<file path="config.mk">
export PLATFORM = sky130hd
export DESIGN_NAME = lvl_front
export DESIGN_NICKNAME = d
export VERILOG_FILES = /design/src/rtl/lvl_pkg.sv /design/src/rtl/lvl_front.sv
export SDC_FILE = /design/constraint.sdc
export NUM_CORES = 1
export LEC_CHECK = 0
export BUFFER_PORTS_ARGS = -buffer_cell sky130_fd_sc_hd__buf_2
export CAP_MARGIN = 40
export CORE_MARGIN = 2
export CORE_UTILIZATION = 49
export CTS_BUF_LIST = sky130_fd_sc_hd__clkbuf_4 sky130_fd_sc_hd__clkbuf_8
export DETAILED_ROUTE_END_ITERATION = 10
export GPL_ROUTABILITY_DRIVEN = 0
export GPL_TIMING_DRIVEN = 1
export PLACE_DENSITY = 0.79
export SLEW_MARGIN = 20
export SYNTH_ARGS = -nofsm -noshare
export SYNTH_HDL_FRONTEND = slang
export SYNTH_SLANG_ARGS = --single-unit
</file>
<file path="constraint.sdc">
create_clock -name clk -period 16.7 [get_ports clk]
set_input_delay 0 -clock clk [delete_from_list [all_inputs] [get_ports clk]]
set_output_delay 0 -clock clk [all_outputs]
set_load 0.02 [all_outputs]
</file>
<file path="src/rtl/lvl_pkg.sv">
package lvl_pkg;

  localparam int MAX_LIGHTS_DEF = 4;

  // input beat: slot, pos xyz, normal xyz, color rgb, intensity, zero pad
  localparam int IN_TDATA_W  = 232;
  localparam int OUT_TDATA_W = 96;

  localparam logic OP_WRITE = 1'b0;
  localparam logic OP_SHADE = 1'b1;

  typedef struct packed {
    logic               is_shade;
    logic [1:0]         slot;
    logic signed [31:0] pos_x;
    logic signed [31:0] pos_y;
    logic signed [31:0] pos_z;
    logic signed [15:0] normal_x;
    logic signed [15:0] normal_y;
    logic signed [15:0] normal_z;
    logic [15:0]        color_r;
    logic [15:0]        color_g;
    logic [15:0]        color_b;
    logic [31:0]        intensity;
  } job_t;

endpackage

</file>
<file path="src/rtl/lvl_front.sv">
module lvl_front #(
  parameter int MAX_LIGHTS = lvl_pkg::MAX_LIGHTS_DEF
) (
  input  logic                           clk,
  input  logic                           rst_n,
  input  logic                           in_tvalid,
  output logic                           in_tready,
  input  logic [lvl_pkg::IN_TDATA_W-1:0] in_tdata,
  input  logic                           in_tuser,
  output logic                           job_valid,
  output lvl_pkg::job_t                  job,
  input  logic                           job_pop
);

  lvl_pkg::job_t in_job;
  lvl_pkg::job_t q_r [2];
  logic          wr_ptr_r;
  logic          rd_ptr_r;
  logic [1:0]    cnt_r;
  logic          drop;
  logic          push;
  logic          pop;

  always_comb begin
    in_job.is_shade  = (in_tuser == lvl_pkg::OP_SHADE);
    in_job.slot      = in_tdata[1:0];
    in_job.pos_x     = in_tdata[33:2];
    in_job.pos_y     = in_tdata[65:34];
    in_job.pos_z     = in_tdata[97:66];
    in_job.normal_x  = in_tdata[113:98];
    in_job.normal_y  = in_tdata[129:114];
    in_job.normal_z  = in_tdata[145:130];
    in_job.color_r   = in_tdata[161:146];
    in_job.color_g   = in_tdata[177:162];
    in_job.color_b   = in_tdata[193:178];
    in_job.intensity = in_tdata[225:194];
  end

  // writes to a slot past the table never reach the back end
  assign drop = !in_job.is_shade && ({3'b000, in_job.slot} >= 5'(MAX_LIGHTS));

  assign in_tready = (cnt_r != 2'd2);
  assign push      = in_tvalid && in_tready && !drop;
  assign pop       = job_pop && (cnt_r != 2'd0);
  assign job_valid = (cnt_r != 2'd0);
  assign job       = q_r[rd_ptr_r];

  always_ff @(posedge clk) begin
    if (!rst_n) begin
      wr_ptr_r <= 1'b0;
      rd_ptr_r <= 1'b0;
      cnt_r    <= 2'd0;
    end else begin
      if (push) begin
        q_r[wr_ptr_r] <= in_job;
        wr_ptr_r      <= !wr_ptr_r;
      end
      if (pop) begin
        rd_ptr_r <= !rd_ptr_r;
      end
      case ({push, pop})
        2'b10:   cnt_r <= cnt_r + 2'd1;
        2'b01:   cnt_r <= cnt_r - 2'd1;
        default: cnt_r <= cnt_r;
      endcase
    end
  end

endmodule

</file>
-- Word level (Yosys, flattened, before mapping)
Memory sizes are Yosys's and may differ from the RTL's. A register that Yosys moved wholly into a read port is not among the register bits.
Cells that the tools add are included.
- memory bits (writable): 454
- register bits: 4
- memories: 1
- output and inout port bits: 229
- input bits: 237
- logic and storage cells: 21
- memory list (name ; words ; width ; read ports ; clocked after memory_dff ; wr ports ; line ; source):
    q_r ; 2 ; 227 ; 1 ; 1 ; 1 ; lvl_front.sv:16 ; lvl_pkg::job_t q_r [2];
- equal/unequal tests: 3
- add/sub/neg operators: 2
- muxes and demuxes: 6
- reductions and logical operators: 6
- operators by type and width (cell ; count):
    $mux W1 ; 5
    $pmux W2 S2 ; 1
    $reduce_bool A2 Y1 ; 2
    $add A2 B1 Y2 const B ; 1
    $eq A2 B1 Y1 const B ; 1
    $eq A2 B2 Y1 const B ; 1
    $logic_and A1 B1 Y1 ; 2
    $logic_not A1 Y1 ; 2
    $ne A2 B2 Y1 const B ; 1
    $sub A2 B1 Y2 const B ; 1

-- Logic depth before layout (Yosys ltp)
- depth after elaboration: 5
- gate-level depth with buffers: 7
- depth with buffers taken out: 7

-- Least setup slack after synthesis
OpenSTA, ideal clock, no wires.
- path type: reg-to-reg
- start point: reg cnt_r[0]
- end point: mem q_r[0][0] (netlist bit), enable pin
- slack: -1.539 ns
- period minus slack after synthesis: 18.239 ns
- required time: 15.562 ns
- cell stages (with the launch flop): 5
- arrival time: 17.101 ns
- path buffers: 0
- cells stage by stage: dfxtp_1 -> nor2b_1 -> inv_1 -> nand2_1 -> nor3b_1
- cells in the longest elaborated chain, start to end: 5
- ends and longest elaborated chain (what ; line ; source):
    start, declared ; lvl_front.sv:19 ; logic [1:0] cnt_r;
    start signal, assigned ; lvl_front.sv:62 ; 2'b10: cnt_r <= cnt_r + 2'd1;
    start signal, assigned ; lvl_front.sv:63 ; 2'b01: cnt_r <= cnt_r - 2'd1;
    start signal, assigned ; lvl_front.sv:64 ; default: cnt_r <= cnt_r;
    $ne A2 B2 Y1 ; lvl_front.sv:42 ; assign in_tready = (cnt_r != 2'd2);
    named net in_tready ; lvl_front.sv:7 ; output logic in_tready,
    $logic_and A1 B1 Y1 ; lvl_front.sv:43 ; assign push = in_tvalid && in_tready && !drop;
    $mux W1 ; lvl_front.sv:54 ; if (push) begin
    $mux W1 ; lvl_front.sv:49 ; if (!rst_n) begin
    $mux W1 (implied by the code) ; lvl_front.sv:55 ; q_r[wr_ptr_r] <= in_job;
    end, declared ; lvl_front.sv:16 ;
The timed path passes the listed nets, and every way through them passes these cells.

==> results.txt <==
- Max-cap violations in this run came to 0.
- H-tree Lvls: 3
- Setup repair after global routing missed its margin: false
* Worst Hold Depth: 2
- Setup-violating endpoint count in the final report: 0
- For this run, asynchronously set or reset flops after synthesis account for 0%.
- Worst hold margin: 134 ps
- Die Span X: 189 um
- Registers take 0.0137 sq mm.
- Post-route minimum period: 3400 ps
- In the final layout, the multi-input gates occupy 0.00282 sq mm.
* Number of optimization iterations in the first detailed-route pass: 5
* Routed vias/inst: 4.96
- Flops & latches, synth: 459
* Startpoint type of the worst setup path: register
* Layout cells sized above 1: 52.5%
- Actual slew at the worst max-slew pin: 1020 ps
- Counting stages on the worst path, the most repeated cell is sky130_fd_sc_hd__buf_4.
- Warnings, synthesis: 0
- Number of clock buffers inserted by TritonCTS: 74
- Outcome: finished, final reports clean
* Cell count after placement: 1624
- Most used flip-flop cell after synthesis: sky130_fd_sc_hd__edfxtp_1
* Highest metal layer with signal wires: met4
- The number of nets in the synthesized netlist is 970.
* Count of vias placed by the detailed router: 9894
- Met3 Routed Length: 2.81 mm
- Half-perimeter wire length after placement: 22.6 mm
- The synthesized design spends more area on one cell type than any other, namely sky130_fd_sc_hd__edfxtp_1.
* Critical Path, Cell by Cell: buf_4 > buf_4 > buf_12 > mux2_2 > buf_2
* Number of buffers and inverters on the critical path: 4
- The initial utilization of the core area, before any placement, comes to 49.8%.
* Slew headroom: 32.3%
- Yosys mapped a number of flops with a built-in enable equal to 454.
* Total track usage: 22.2%
* Standard-cell row count: 67
* Net count, final: 1723
- Largest net degree at the start of global routing: 163
- Setup TNS: 0 ps
* Share of the clock period used by the worst path: 20.4%
* Total count of max-transition violations in the final report: 0
- Overflow left after global routing: 0
- Number of antenna violations at the first check in global routing: 3
- The first global-routing pass estimated 59.5 mm of wire.
- The clock passes through at most 3 buffers.
* TritonCTS clock tree: yes
* Die area: 0.0356 sq mm
- Placed inst area: 0.0195 sq mm
- Number of placed I/O pins: 466
* Drt first-iter violations: 585
* Critical path's slowest cell: sky130_fd_sc_hd__buf_4
* Data arrival at the endpoint of the critical path: 3400 ps
- Capturing element type of the critical path: output pin
* Required time worst endpoint: 16700 ps
* Remaining routing DRC violations: 0
- The synthesized netlist devotes 0.195% of its cell area to compound gates.
- After synthesis, the mean cell area works out to 22.8 sq um.
- Cell family with the largest share of critical-path delay: buffers and inverters
* Met1 wire length: 14.3 mm
- Synthesis produced 732 cells.
* Xor/xnor share of the synthesized area: 0.157%
- After filler insertion, the fill cell instance count of the layout stands at 2059.
- Post-synth top cells: 454 x sky130_fd_sc_hd__edfxtp_1, 197 x sky130_fd_sc_hd__mux2_2, 30 x sky130_fd_sc_hd__mux2_4
- The count of buffers added on input and output ports is 459.
- Clock slew at reported path FFs: 60 ps
* Synth top area share: 81.7%
* Core Region: 0.0335 sq mm
* Met2 layer wire length in the routed design: 21.5 mm
- Final hold violations: 0
- For this run, the slowest stage of the critical path takes 690 ps.
* Static leakage: 8.78 nW
* Antenna viol nets, final: 0
- Design Area, Final: 0.0233 sq mm
- The netlist uses 19 different library cells.
- The path class of the tightest hold or removal check is in2reg.
- After synthesis, the largest family of logic cells by area is multiplexers.
- The synthesized netlist devotes 0.382% of its cell area to simple gates.
- Final worst clock skew: 23.7 ps
- Ranking of synthesized cells by area: sky130_fd_sc_hd__edfxtp_1 82%, sky130_fd_sc_hd__mux2_2 13%, sky130_fd_sc_hd__mux2_4 2.7%, sky130_fd_sc_hd__buf_2 0.63%, sky130_fd_sc_hd__dfxtp_1 0.60%
* Final cell count without fillers: 1993
* Areal power density over the cells: 137 mW/mm^2
- CTS saw 459 sinks.
- The tree is rooted in a sky130_fd_sc_hd__clkbuf_8.
- Aggregate routed wire length: 40.1 mm
- In this run the post-CTS setup repair buffer count came out at 0.
* Fmax achieved: 0.294 GHz
- Largest fanout on the critical path: 58
- The mapped netlist covers 0.0167 sq mm.
- Clock latency on the worst-skew pair: 600 ps
* Number of global-route vias before repair: 11000
* Average wire length per cell after detail routing: 20.1 um
- From bottom edge to top edge, the die measures 189 um.
- Post-synthesis share of cell area spent on full adders, half adders and majority gates: 0.0749%
* Post-synthesis mux area share: 16.0%
- Crit. path cell count: 5
- Cell count of the worst reg-to-reg path: 5
- The area growth from synthesis to layout is 39.5%.
- Worst supply voltage drop on vdd: 0.112 mV
- Most frequent cell after synthesis: sky130_fd_sc_hd__edfxtp_1
- Category of the most critical setup path: reg2out
* Sequential fraction of the synthesis area: 82.3%
## layer usage
layer	vias up	track usage, %
met2	456	40.1
met5	-	0
met1	4899	23.5
li1	4447	-
met4	0	11.1
met3	92	6.31
## state kept, by name (all words and copies together), names as in the netlist, named ones only
| signal | cells |
|---|---|
| q_r | 454 |
| wr_ptr_r | 1 |
| rd_ptr_r | 1 |
| cnt_r | 2 |
## metrics by stage
stage	util [%]	worst slack, ps	power [mW]
floorplan	-	6510	2.01
global placement	58.1	13440	2.22
detailed placement	58.3	13390	2.24
CTS	69.3	13190	3.19
global route	69.5	13080	3.32
finish	69.5	13300	3.19
## timing repair
action                                 in CTS  in global routing
endpoints found under the hold margin     460                  0
setup endpoints to repair                   0                  0
hold buffers                              231                  0
gates resized for setup                     0                  0
## layout by cell type, fill, tap and decap left out, types with 3 or more instances in the layout
| cell | n |
|---|---|
| sky130_fd_sc_hd__buf_2 | 459 |
| sky130_fd_sc_hd__edfxtp_1 | 454 |
| sky130_fd_sc_hd__dlygate4sd3_1 | 231 |
| sky130_fd_sc_hd__mux2_2 | 197 |
| sky130_fd_sc_hd__clkbuf_8 | 79 |
| sky130_fd_sc_hd__mux2_4 | 30 |
| sky130_fd_sc_hd__clkinv_1 | 25 |
| sky130_fd_sc_hd__clkbuf_4 | 14 |
| sky130_fd_sc_hd__clkinv_2 | 10 |
| sky130_fd_sc_hd__buf_4 | 7 |
| sky130_fd_sc_hd__diode_2 | 4 |
| sky130_fd_sc_hd__dfxtp_1 | 4 |
| sky130_fd_sc_hd__buf_12 | 4 |
| sky130_fd_sc_hd__nor2b_1 | 3 |
| sky130_fd_sc_hd__xnor2_1 | 3 |
## cell families after synthesis
family,after synthesis
adder cells (fa/ha/maj),1
AND/OR/NAND/NOR,10
XOR/XNOR,3
buffers and inverters,27
flip-flops,459
AO/OA/AOI/OAI,5
multiplexers,227
## final timing paths
kind                              start                    end  slack, ps
hold reg to reg   cnt_r[1]$_SDFFE_PN0P_  cnt_r[1]$_SDFFE_PN0P_        530
setup reg to reg  cnt_r[0]$_SDFFE_PN0P_  q_r[1][192]$_DFFE_PP_      13350
hold / removal            in_tdata[153]   q_r[0][71]$_DFFE_PP_        130
setup / recovery               register               job[115]      13300
## where the power goes
part / internal (mW) / total (mW) / switching [mW]
combinational: 0.371 / 0.870 / 0.499
sequential: 1.37 / 1.41 / 0.0363
clock: 0.484 / 0.913 / 0.429
## area by class of cell
| cell class | instances | share of cell area, % |
|---|---|---|
| diodes | 4 | 0.0430 |
| clock buffers | 93 | 5.12 |
| inverters | 2 | 0.0322 |
| well taps | 448 | 2.41 |
| flip-flops and latches | 459 | 59.0 |
| multi-input cells | 246 | 12.1 |
| clock inverters | 39 | 0.849 |
| repair buffers | 702 | 20.5 |
No activity file was read; power rests on OpenSTA's default activity.
